File: src/rtl/rcr_pkg.sv
// Shared types and constants for the rectangle canvas rasterizer.
// Used by the controller, the datapath and the top level; depends on nothing.
package rcr_pkg;

	// Fixed-point layout of the rectangle fields (Q12.8) and the internal
	// bound width. It leaves room for x + w and for a column times one unit.
	localparam int FRAC = 8;
	localparam int COORD_W = 20;
	localparam int FIXW = 23;
	localparam logic signed [FIXW-1:0] ONE_UNIT = 23'sd256;

	localparam int CFG_W = 9;

	typedef enum logic [1:0] {
		KIND_DRAW  = 2'd0,
		KIND_READ  = 2'd1,
		KIND_CLEAR = 2'd2,
		KIND_NONE  = 2'd3
	} kind_e;

	typedef enum logic [1:0] {
		STAT_OK      = 2'd0,
		STAT_NEG     = 2'd1,
		STAT_OUTSIDE = 2'd2
	} stat_e;

	typedef enum logic [1:0] {
		CFG_WIDTH  = 2'd0,
		CFG_HEIGHT = 2'd1,
		CFG_BG     = 2'd2
	} cfg_idx_e;

	typedef enum logic [2:0] {
		S_IDLE,
		S_DECODE,
		S_SCAN,
		S_READ,
		S_DONE
	} state_e;

	typedef struct packed {
		logic [1:0]                 kind;
		logic signed [COORD_W-1:0]  rect_x;
		logic signed [COORD_W-1:0]  rect_y;
		logic signed [COORD_W-1:0]  rect_width;
		logic signed [COORD_W-1:0]  rect_height;
		logic                       outline_only;
		logic [7:0]                 draw_char;
		logic [7:0]                 pixel_col;
		logic [7:0]                 pixel_row;
	} item_t;

	typedef struct packed {
		logic [7:0] pixel_char;
		logic [1:0] status;
	} result_t;

	// Commands from the controller to the datapath.
	typedef struct packed {
		logic load;
		logic setup;
		logic scan;
		logic rd;
		logic finish;
	} ctrl_cmd_t;

	// Status from the datapath to the controller.
	typedef struct packed {
		logic [1:0] kind;
		logic       neg;
		logic       outside;
		logic       last;
	} dp_stat_t;

endpackage

File: src/rtl/rcr_ctrl.sv
// Controller state machine of the rectangle canvas rasterizer.
// Depends on rcr_pkg; drives the datapath through rcr_pkg::ctrl_cmd_t.
module rcr_ctrl (
	input  logic                 clk,
	input  logic                 arst_n,
	input  logic                 start,
	input  rcr_pkg::dp_stat_t    stat,
	output rcr_pkg::ctrl_cmd_t   cmd,
	output logic                 busy
);

	rcr_pkg::state_e state_q, state_d;

	always_ff @(posedge clk or negedge arst_n) begin
		if (!arst_n) begin
			state_q <= rcr_pkg::S_IDLE;
		end else begin
			state_q <= state_d;
		end
	end

	always_comb begin
		state_d = state_q;
		cmd = '0;
		unique case (state_q)
			rcr_pkg::S_IDLE: begin
				if (start) begin
					cmd.load = 1'b1;
					state_d = rcr_pkg::S_DECODE;
				end
			end
			rcr_pkg::S_DECODE: begin
				if (stat.kind == rcr_pkg::KIND_CLEAR ||
				    (stat.kind == rcr_pkg::KIND_DRAW && !stat.neg)) begin
					cmd.setup = 1'b1;
					state_d = rcr_pkg::S_SCAN;
				end else if (stat.kind == rcr_pkg::KIND_READ && !stat.outside) begin
					cmd.rd = 1'b1;
					state_d = rcr_pkg::S_READ;
				end else begin
					state_d = rcr_pkg::S_DONE;
				end
			end
			rcr_pkg::S_SCAN: begin
				cmd.scan = 1'b1;
				if (stat.last) begin
					state_d = rcr_pkg::S_DONE;
				end
			end
			rcr_pkg::S_READ: begin
				state_d = rcr_pkg::S_DONE;
			end
			rcr_pkg::S_DONE: begin
				cmd.finish = 1'b1;
				state_d = rcr_pkg::S_IDLE;
			end
			default: begin
				state_d = rcr_pkg::S_IDLE;
			end
		endcase
	end

	assign busy = (state_q != rcr_pkg::S_IDLE);

endmodule

File: config.mk
export PLATFORM = sky130hd
export DESIGN_NAME = rcr_ctrl
export DESIGN_NICKNAME = d
export VERILOG_FILES = /design/src/rtl/rcr_pkg.sv /design/src/rtl/rcr_ctrl.sv
export SDC_FILE = /design/constraint.sdc
export NUM_CORES = 1
export LEC_CHECK = 0
export BUFFER_PORTS_ARGS = -buffer_cell sky130_fd_sc_hd__buf_2
export CORE_AREA = 2 2 39 41
export CTS_CLUSTER_DIAMETER = 200
export DETAILED_ROUTE_END_ITERATION = 12
export DIE_AREA = 0 0 41 43
export MAX_ROUTING_LAYER = met4
export PLACE_DENSITY_LB_ADDON = 0.08
export SETUP_SLACK_MARGIN = 0.3
export SYNTH_ARGS = -nofsm -noshare
export SYNTH_HDL_FRONTEND = slang
export SYNTH_SLANG_ARGS = --single-unit
File: constraint.sdc
create_clock -name clk -period 1.2 [get_ports clk]
set_input_delay 0.06 -clock clk [delete_from_list [all_inputs] [get_ports clk]]
set_output_delay 0.06 -clock clk [all_outputs]
set_load 0.005 [all_outputs]
After elaboration in Yosys (flattened, before gate mapping)
Cells that the tools add are included.
{ "word_totals": {"regBits": 3, "in_bits": 8, "output_inout_bits": 6, "word_cells": 32} }
{ "op_classes": {"eq_ne": 8, "mux": 14, "n_reduce_logical": 9} }
{ "op_table": {"columns": ["operator", "count"], "rows": [
  ["$mux 3", 4],
  ["$pmux 3 s4", 1],
  ["$mux 1", 9],
  ["$eq 3x2->1 const B", 2],
  ["$ne 2x2->1 const B", 2],
  ["$eq 3x1->1 const B", 1],
  ["$eq 3x3->1 const B", 1],
  ["$logic_not 3->1", 1],
  ["$reduce_bool 3->1", 1],
  ["$eq 2x1->1 const B", 1],
  ["$eq 2x2->1 const B", 1],
  ["$logic_and 1x1->1", 2],
  ["$logic_not 1->1", 2],
  ["$logic_not 2->1", 1],
  ["$reduce_and 2->1", 1],
  ["$logic_or 1x1->1", 1]
]} }

Depth between registers and ports, before layout
Gate-level depths: netlist (run 1).
{ "logic_depth": {"depth_word": 5, "depth_mapped": 3, "mapped_depth_nobuf": 3} }

Worst setup path before layout (run 1)
OpenSTA, ideal clock, no wires.
{ "synth_timing": {"path_type": "reg-to-reg", "from": "reg state_q[1]", "to": "reg state_q[1]", "setup_time_ns": 0.101, "arrival_ns": 0.820, "required_ns": 1.099, "setup_slack_ns": 0.279, "path_stages_with_launch": 4, "path_buffers": 0, "synth_period_minus_slack_ns": 0.921, "cell_sequence": "dfrtp_1 nor2_2 nand2_1 o311ai_2"} }
{ "synth_between": {"elab_chain_cells": 3, "elab_cells_between_ends": 8, "cone_classes": "eq/ne (5); mux (1); reduce/logical (2)"} }
{ "synth_rtl": {"columns": ["item", "line", "source"], "rows": [
  ["start: declaration", "rcr_ctrl.sv:12", "rcr_pkg::state_e state_q, state_d;"],
  ["start signal: assignment", "rcr_ctrl.sv:16", "state_q <= rcr_pkg::S_IDLE;"],
  ["start signal: assignment", "rcr_ctrl.sv:18", "state_q <= state_d;"],
  ["$eq 3x2->1 or $logic_not 3->1 (tied branches)", "rcr_ctrl.sv:25", "unique case (state_q)"],
  ["$ne 2x2->1 (no source line)", null, null],
  ["$reduce_and 2->1 (no source line)", null, null]
]} }
Parallel ways exist; a longest one is shown, timed or not.
A chain may end at the register's enable or synchronous reset.

==> results of run 1 <==
-- cell families after synthesis --
group           after synthesis  share of synthesized area [%]
compound gates                5                           19.1
buf+inv                       3                           5.56
flops                         3                           37.0
simple gates                 13                           38.3
-- synthesized netlist by cell type --
cell type / count / area share, %
a21oi_1: 1 / 2.5
dfrtp_1: 3 / 37
inv_1: 3 / 5.6
nand2_1: 3 / 5.6
nand2b_1: 1 / 3.1
nand4_1: 1 / 3.1
nor2_1: 1 / 1.9
nor2_2: 1 / 3.1
nor2b_1: 1 / 3.1
nor3_1: 2 / 4.9
nor3b_1: 2 / 7.4
nor3b_2: 1 / 6.2
o21a_1: 1 / 3.7
o21ai_0: 1 / 2.5
o21ai_1: 1 / 2.5
o311ai_2: 1 / 8.0
-- power by group --
part | switching [mW] | total, mW | internal (mW) | leakage [nW]
Clock | 0.0505 | 0.175 | 0.125 | 0.0150
Combinational | 0.167 | 0.416 | 0.249 | 0.160
Sequential | 0.0817 | 0.231 | 0.149 | 0.0352
-- stage by stage --
step                      TNS (ns)  cells  setup slack (ns)
after detailed placement         0     53             0.142
after CTS                  -0.0589     62           -0.0234
final                            0     64           0.00951
after global placement           0     53             0.158
after floorplan                  0     24             0.279
after global routing        -0.238     64           -0.0663
-- final timing paths --
kind / start / end / cells after the start
worst max-delay path: state_q[2]$_DFFE_PN0P_ / cmd[2] / 3
worst min-delay path: stat[3] / state_q[1]$_DFFE_PN0P_ / 2
worst max register to register: state_q[1]$_DFFE_PN0P_ / state_q[1]$_DFFE_PN0P_ / 4
worst min register to register: state_q[2]$_DFFE_PN0P_ / state_q[2]$_DFFE_PN0P_ / 2
max in group asynchronous: arst_n / state_q[1]$_DFFE_PN0P_ / 2
min in group asynchronous: arst_n / state_q[0]$_DFFE_PN0P_ / 2
-- final cells by class --
class / instances / area, um2 / share of cell area (%)
multi-input cells: 18 / 148 / 36.5
inverters: 3 / 11.3 / 2.79
clock buffers: 4 / 26.3 / 6.50
well taps: 16 / 20.0 / 4.95
flip-flops and latches: 3 / 78.8 / 19.5
repair buffers: 20 / 120 / 29.7
-- metal layers --
layer / GRT usage, % / wire length [um]
met3: 3.14 / 40
met5: - / 0
met1: 10.4 / 237
met4: 10.0 / 14
met2: 9.69 / 299
-- timing repair --
item,in CTS,in global routing
setup buffers,4,2
hold buffers,1,0
gates resized for setup,6,4
pin swaps,4,5
endpoints found under the setup margin,8,8
hold endpoints to repair,3,0
==> results.md, run 1 <==
* Outcome: finished clean
* CTS sink count at 3
* Overall Power at 0.822 mW
* Biggest register: state_q
* H-tree levels at 1
* Overall Global Routing Usage at 8.66%
* Crit Path Class: flip-flop to output port
* Vias at 263
* Critical path's largest stage delay at 0.43 ns
* Arr. time, crit path at 1.13 ns
* Number of flip-flops in the largest register at 3
* Hold WC Path Type: primary input to flip-flop
* Core outline area at 1380 um2
* Top Registers: state_q x3
* Avg WL per Cell at 9.23 um
* Critical Path End Type: output port
* # DRC at 0
* HPWL Detailed at 446 um
* First-pass GRT wire length at 938 um
* Setup slack, reg-to-reg at 0.13 ns
* Power Density at 2030 nW/um2
* DR vias/cell at 4.11
* Root Driver: clkbuf_4
* DRT Pass-1 Iters at 2
* Max_slew headroom at 84.4%
* Mapped Cells at 24
* F_max at 0.840 GHz
* Initial antenna violation count at 0
* DRT Wirelength at 591 um
* Die H at 43 um
* RSZ-0062 raised after global routing: true
* Worst endpoint required time at 1.14 ns
* Setup crit start kind: flip-flop
* Cell Chain, Critical Path: buf_4 > nor3b_2 > buf_2
* Most frequent cells in the layout: buf_2 (13), buf_4 (6), inv_1 (3), clkbuf_4 (3), dfrtp_2 (3)
* Fin crit share at 99.2%
* TritonCTS clock tree: yes
* Global route overflow at 0
* CP max stage cell: dfrtp_2
* Initial DRC Count at 1
* Post-DP Area at 288 um2
* I/O pin cnt at 14
* Syn Nets at 32
* Sequential share of the synthesized area at 37.0%
* Initial core utilization at 14.6%
* Die X at 41 um
* Worst Max-Slew Pin Slew at 0.233 ns
* Static Leakage at 0.210 nW
* DIE AREA at 1760 um2
* Final setup violation count at 0
* Reg clk slew, reported paths at 0.04 ns
* Yosys reg bits at 3
* Layout Nets at 57
* Num CTS Buffers at 3
* Largest net degree at the start of global routing at 8
* Post-Syn Area per Cell at 8.45 um2
* # diodes at 0
* Final hold violation count at 0
* Min Tclk post-route at 1.19 ns
* Final Max Slew Viols at 0
* Share of cells above drive strength 1 at 68.8%
* Finished Cell Area at 404 um2
* Min Hold Slack at 0.130 ns
* Commonest non-fill, non-tap cell in the layout: buf_2
* Clock Latency Late Sink at 0.23 ns
* Fillers at 163
* Synth cell types at 16
* DRT antenna net count at 0
* Cell family with most CP delay: flip-flops
* Yosys warning count at 0
* Critical Path Fanout Max at 3
* Routability cong. at 0.672
* Final Skew at 0.00163 ns
* Max_cap viols at 0
* Area Growth Syn to Fin at 99.4%
* Fin util at 29.2%
* Worst-case clock buffer depth at 2
* Number of global-route vias before repair at 233
* Row cnt at 14
* CP Buf/Inv Count at 2
* I/O Buffers at 13
* Max VDD drop at 0.000494 V
* Synth Cell Area at 203 um2
Note: power is estimated with default switching activity, not from simulation.
==> run 2: changes to the inputs <==
--- a/config.mk
+++ b/config.mk
@@ -5,11 +5,11 @@
 export SDC_FILE = /design/constraint.sdc
 export NUM_CORES = 1
 export LEC_CHECK = 0
-export BUFFER_PORTS_ARGS = -buffer_cell sky130_fd_sc_hd__buf_2
 export CORE_AREA = 2 2 39 41
 export CTS_CLUSTER_DIAMETER = 200
 export DETAILED_ROUTE_END_ITERATION = 12
 export DIE_AREA = 0 0 41 43
+export DONT_BUFFER_PORTS = 1
 export MAX_ROUTING_LAYER = met4
 export PLACE_DENSITY_LB_ADDON = 0.08
 export SETUP_SLACK_MARGIN = 0.3
==> run 2 against run 1 <==
  * First-iteration DRC count grew to 3.0 times the previous value
  * Final area shrank 14%
  * Critical endpoint is now cmd[0]
  * Clock skew is essentially flat
  * Sequential power grew 6%
  * Hold slack lost 0.086 ns
  * Worst setup slack gained 0.058 ns
  * Largest power group unchanged
  * Critical path type unchanged
==> results.md, run 2 (synthesis results as in run 1) <==
* Final WS setup at 0.0678 ns (was 0.00951 ns)
* Root Driver: clkbuf_4 (unchanged)
* Place WS at 0.182 ns (was 0.142 ns)
* Setup TNS at 0 ns (unchanged)
* Die H at 43 um (unchanged)
* R2r worst-path depth at 4 (unchanged)
* DRT Wirelength at 617 um (was 591 um)
* DIE AREA at 1760 um2 (unchanged)
* Area Growth Syn to Fin at 71.6% (was 99.4%)
* Worst r2r src: state_q[2]$_DFFE_PN0P_ (was state_q[1]$_DFFE_PN0P_)
* Biggest register: state_q (unchanged)
* Initial DRC Count at 3 (was 1)
* Final Max Slew Viols at 0 (unchanged)
* Initial antenna violation count at 0 (unchanged)
* # DRC at 0 (unchanged)
* Worst-case clock buffer depth at 2 (unchanged)
* Core outline area at 1380 um2 (unchanged)
* Max VDD drop at 0.000378 V (was 0.000494 V)
* Worst endpoint required time at 1.14 ns (about the same)
* Max_slew headroom at 81.8% (was 84.4%)
* Overall Global Routing Usage at 8.23% (was 8.66%)
* CTS sink count at 3 (unchanged)
* RSZ-0062 raised after global routing: true (unchanged)
* First-pass GRT wire length at 917 um (was 938 um)
* Critical Path End Type: output port (unchanged)
* Clock Latency Late Sink at 0.24 ns (was 0.23 ns)
* Fillers at 160 (was 163)
* Hold Path Stages at 2 (unchanged)
* Fin crit share at 94.3% (was 99.2%)
* Endpoint, Worst Hold: state_q[2]$_DFFE_PN0P_ (was state_q[1]$_DFFE_PN0P_)
* Setup crit start kind: flip-flop (unchanged)
* Power Density at 2150 nW/um2 (was 2030 nW/um2)
* Largest net degree at the start of global routing at 8 (unchanged)
* HPWL Detailed at 418 um (was 446 um)
* F_max at 0.883 GHz (was 0.840 GHz)
* Outcome: finished clean (unchanged)
* Cell Count, Final, Fillers Out at 51 (was 64)
* Final Skew at 0.00118 ns (was 0.00163 ns)
* Worst Max-Slew Pin Slew at 0.273 ns (was 0.233 ns)
* R2r endpoint: state_q[1]$_DFFE_PN0P_ (unchanged)
* Min Tclk post-route at 1.13 ns (was 1.19 ns)
* Setup slack, reg-to-reg at 0.10 ns (was 0.13 ns)
* Avg WL per Cell at 12.1 um (was 9.23 um)
* DRT antenna net count at 0 (unchanged)
* Layout Nets at 44 (was 57)
* Row cnt at 14 (unchanged)
* Hold WC Path Type: primary input to flip-flop (unchanged)
* Routability cong. at 0.631 (was 0.672)
* Number of global-route vias before repair at 230 (was 233)
* DRT Pass-1 Iters at 4 (was 2)
* Number of flip-flops in the largest register at 3 (unchanged)
* Crit Path Class: flip-flop to output port (unchanged)
* Initial core utilization at 14.6% (unchanged)
* Die X at 41 um (unchanged)
* CP startpoint: state_q[2]$_DFFE_PN0P_ (unchanged)
* TritonCTS clock tree: yes (unchanged)
* # diodes at 0 (unchanged)
* Share of cells above drive strength 1 at 51.4% (was 68.8%)
* Commonest non-fill, non-tap cell in the layout: buf_4 (was buf_2)
* Arr. time, crit path at 1.07 ns (was 1.13 ns)
* Top Registers: state_q x3 (unchanged)
* Reg clk slew, reported paths at 0.04 ns (about the same)
* H-tree levels at 1 (unchanged)
* DR vias/cell at 4.18 (was 4.11)
* Post-Place Cells at 40 (was 53)
* Static Leakage at 0.147 nW (was 0.210 nW)
* Vias at 213 (was 263)
* I/O pin cnt at 14 (unchanged)
* Num CTS Buffers at 3 (unchanged)
* Critical Path Fanout Max at 3 (unchanged)
* I/O Buffers at 0 (was 13)
* Max_cap viols at 0 (unchanged)
* Hold path start: stat[0] (was stat[3])
* Final setup violation count at 0 (unchanged)
* Final hold violation count at 0 (unchanged)
* Global route overflow at 0 (unchanged)
run 2: worst max-delay path by stage:
stage | to | slack, ns | cells past startpoint
6_report | cmd[0] | 0.07 | 2
5_1_grt | state_q[1]$_DFFE_PN0P_ | 0.01 | 4
4_1_cts | cmd[4] | 0.04 | 3
3_5_place_dp | state_q[0]$_DFFE_PN0P_ | 0.18 | 3
3_3_place_gp | state_q[1]$_DFFE_PN0P_ | 0.19 | 3
2_1_floorplan | state_q[1]$_DFFE_PN0P_ | 0.28 | 3
run 2: repair_timing:
action	in CTS	in global routing
setup endpoints to repair	8	9
pin swaps	4	3
hold endpoints to repair	5	0
gates cloned	0	0
resized for setup	6	5
hold buffers	3	0
setup buffers	3	1
run 2: metal layers:
| layer | part of all wire (%) | global-route usage (%) |
|---|---|---|
| met5 | 0 | - |
| met1 | 36 | 11.3 |
| met4 | 2.9 | 10.0 |
| met3 | 8.9 | 0 |
| met2 | 52 | 9.38 |
run 2: area by class of cell:
type,count,area [um2],share of cell area (%)
Sequential cell,3,78.8,22.7
Multi-Input combinational cell,18,151,43.5
Tap cell,16,20.0,5.76
Inverter,3,11.3,3.24
Timing Repair Buffer,7,60.1,17.3
Clock buffer,4,26.3,7.55
run 2: where the power goes:
part           leakage [nW]  internal (mW)  switching, mW
registers            0.0352          0.149         0.0969
logic                0.0968          0.179          0.140
clock network        0.0150          0.125         0.0565
total                 0.147          0.453          0.294
run 2: critical path, stage by stage (launching register included):
cell	delay, ns
dfrtp_2	0.42
buf_4	0.15
nor3b_1	0.27
run 2: metrics by stage:
| stage | total power [mW] | hold slack [ns] | utilization, % | area, um2 |
|---|---|---|---|---|
| after global routing | 0.814 | 0.0634 | 25.1 | 348 |
| final | 0.747 | 0.0444 | 25.1 | 348 |
| after CTS | 0.679 | 0.0397 | 23.2 | 322 |
| after floorplan | 0.344 | -0.236 | - | 203 |
| after global placement | 0.395 | -0.236 | 16.1 | 223 |
| after detailed placement | 0.392 | -0.235 | 16.1 | 223 |
==> run 3: changes to the inputs <==
--- a/config.mk
+++ b/config.mk
@@ -6,13 +6,16 @@
 export NUM_CORES = 1
 export LEC_CHECK = 0
 export CORE_AREA = 2 2 39 41
+export CTS_BUF_LIST = sky130_fd_sc_hd__clkbuf_8
 export CTS_CLUSTER_DIAMETER = 200
 export DETAILED_ROUTE_END_ITERATION = 12
 export DIE_AREA = 0 0 41 43
 export DONT_BUFFER_PORTS = 1
 export MAX_ROUTING_LAYER = met4
 export PLACE_DENSITY_LB_ADDON = 0.08
+export REMOVE_ABC_BUFFERS = 1
 export SETUP_SLACK_MARGIN = 0.3
+export SLEW_MARGIN = 10
 export SYNTH_ARGS = -nofsm -noshare
 export SYNTH_HDL_FRONTEND = slang
 export SYNTH_SLANG_ARGS = --single-unit
==> run 3 against run 2 <==
  * Hold slack gained 0.013 ns
  * Non-clock buffer count is the same
  * Clock power grew 52%
  * Sequential share of layout area shrank 1.2 points
  * Combinational power grew 7.5%
  * Critical path depth grew 1
  * Register-to-register slack gained 0.02 ns
  * Die area is the same
  * Clock skew grew 0.0011 ns
  * Count of clock-buffer cells in the layout shrank 1
  * Flip-flop and latch count is the same
  * Largest cell class unchanged
==> results.md, run 3 (synthesis results as in run 1) <==
* Critical Path Fanout Max at 3 (unchanged)
* Cell Chain, Critical Path: nor2_4 > nand4_1 > inv_1 (was buf_4 > nor3b_1)
* HPWL Detailed at 449 um (was 418 um)
* Max_cap viols at 0 (unchanged)
* GR Layer Usage met1 at 8.74% (was 11.3%)
* Vias at 217 (was 213)
* Most frequent cells in the layout: inv_1 (3), clkbuf_8 (3), dlygate4sd3_1 (3), dfrtp_2 (3)
* Largest net degree at the start of global routing at 8 (unchanged)
* First-pass GRT wire length at 972 um (was 917 um)
* GR Util met3 at 6.28% (was 0%)
* Num CTS Buffers at 3 (unchanged)
* Hold WC Path Type: primary input to flip-flop (unchanged)
* DIE AREA at 1760 um2 (unchanged)
* CP Buf/Inv Count at 1 (unchanged)
* # diodes at 0 (unchanged)
* CP max stage cell: dfrtp_2 (unchanged)
* Static Leakage at 0.162 nW (was 0.147 nW)
* Die H at 43 um (unchanged)
* Setup crit start kind: flip-flop (unchanged)
* Worst Max-Slew Pin Slew at 0.233 ns (was 0.273 ns)
* DRT antenna net count at 0 (unchanged)
* Worst-case clock buffer depth at 2 (unchanged)
* Routability cong. at 0.637 (was 0.631)
* Max VDD drop at 0.000527 V (was 0.000378 V)
* Initial core utilization at 14.6% (unchanged)
* Place WS at 0.174 ns (was 0.182 ns)
* Number of flip-flops in the largest register at 3 (unchanged)
* H-tree levels at 1 (unchanged)
* Critical Path End Type: output port (unchanged)
* Top Registers: state_q x3 (unchanged)
* Arr. time, crit path at 1.05 ns (was 1.07 ns)
* Critical path's largest stage delay at 0.43 ns (was 0.42 ns)
* Row cnt at 14 (unchanged)
* Final Skew at 0.00231 ns (was 0.00118 ns)
* DRT Pass-1 Iters at 2 (was 4)
* Number of global-route vias before repair at 240 (was 230)
* Setup TNS at 0 ns (unchanged)
* Overall Power at 0.852 mW (was 0.747 mW)
* I/O pin cnt at 14 (unchanged)
* Final setup violation count at 0 (unchanged)
* Die X at 41 um (unchanged)
* RSZ-0062 raised after global routing: true (unchanged)
* CTS sink count at 3 (unchanged)
* Root Driver: clkbuf_8 (was clkbuf_4)
* Initial DRC Count at 8 (was 3)
* Top Usage Layer GRT: met2 (was met1)
* TritonCTS clock tree: yes (unchanged)
* DR vias/cell at 4.25 (was 4.18)
* Cell family with most CP delay: flip-flops (unchanged)
* Max_slew headroom at 84.4% (was 81.8%)
* # DRC at 0 (unchanged)
* M2 GR Usage at 11.9% (was 9.38%)
* Global route overflow at 0 (unchanged)
* Final Max Slew Viols at 0 (unchanged)
* Worst endpoint required time at 1.14 ns (about the same)
* Share of cells above drive strength 1 at 51.4% (unchanged)
* Final hold violation count at 0 (unchanged)
* Post-Place Cells at 40 (unchanged)
* Final WS setup at 0.0890 ns (was 0.0678 ns)
* I/O Buffers at 0 (unchanged)
* Cell Count, Final, Fillers Out at 51 (unchanged)
* Biggest register: state_q (unchanged)
* Initial antenna violation count at 0 (unchanged)
* Layout Nets at 44 (unchanged)
* Crit Path Class: flip-flop to output port (unchanged)
* Power Density at 2320 nW/um2 (was 2150 nW/um2)
* F_max at 0.900 GHz (was 0.883 GHz)
* Clock Latency Late Sink at 0.21 ns (was 0.24 ns)
* Fin crit share at 92.6% (was 94.3%)
* Reg clk slew, reported paths at 0.03 ns (was 0.04 ns)
* Avg WL per Cell at 11.3 um (was 12.1 um)
* Core outline area at 1380 um2 (unchanged)
* Area Growth Syn to Fin at 81.5% (was 71.6%)
* Overall Global Routing Usage at 8.87% (was 8.23%)
* Min Tclk post-route at 1.11 ns (was 1.13 ns)
* Outcome: finished clean (unchanged)
* DRT Wirelength at 577 um (was 617 um)
-- run 3: changes by cell type in the layout (fill, tap and decap cells not counted), sizes merged --
cell,previous run,this run
inv,3,4
clkbuf,4,3
-- run 3: path summary, 6_finish.rpt --
path / startpoint / slack (ns) / cells after the start / to
min reg2reg: state_q[2]$_DFFE_PN0P_ / 0.61 / 2 / state_q[2]$_DFFE_PN0P_
max in group asynchronous: arst_n / 0.93 / 1 / state_q[1]$_DFFE_PN0P_
min in group asynchronous: arst_n / 0.11 / 1 / state_q[2]$_DFFE_PN0P_
max: state_q[1]$_DFFE_PN0P_ / 0.09 / 3 / cmd[1]
min: stat[3] / 0.06 / 2 / state_q[0]$_DFFE_PN0P_
max reg2reg: state_q[2]$_DFFE_PN0P_ / 0.12 / 4 / state_q[1]$_DFFE_PN0P_
-- run 3: layout make-up --
cell class / count / area (um2)
Fill cell: 157 / 1020
Multi-Input combinational cell: 18 / 145
Sequential cell: 3 / 78.8
Timing Repair Buffer: 7 / 67.6
Clock buffer: 3 / 41.3
Tap cell: 16 / 20.0
Inverter: 3 / 11.3
Clock inverter: 1 / 3.75
-- run 3: repair_timing --
| action | 4_1_cts | 5_1_grt |
|---|---|---|
| setup buffers | 2 | 2 |
| endpoints found under the setup margin | 8 | 9 |
| hold buffers | 3 | 0 |
| pin swaps | 4 | 5 |
| endpoints found under the hold margin | 5 | 0 |
| resized for setup | 5 | 7 |
-- run 3: metrics by stage --
stage | instance area (um2) | util (%) | hold WS (ns)
detailed placement | 223 | 16.1 | -0.235
CTS | 332 | 24.0 | 0.0847
floorplan | 203 | - | -0.236
global route | 368 | 26.6 | 0.0732
global placement | 223 | 16.1 | -0.236
finish | 368 | 26.6 | 0.0575
-- run 3: report_power, final --
| part | total (mW) | switching (mW) | internal (mW) | leakage (nW) |
|---|---|---|---|---|
| Clock | 0.276 | 0.0594 | 0.217 | 0.0269 |
| Sequential | 0.232 | 0.0829 | 0.149 | 0.0352 |
| Combinational | 0.343 | 0.148 | 0.195 | 0.0996 |
-- run 3: metal layers --
metal / routed length (um) / up-vias
met5: 0 / -
met2: 302 / 10
met4: 0 / 0
met3: 69 / 0
met1: 206 / 103
li1: - / 104
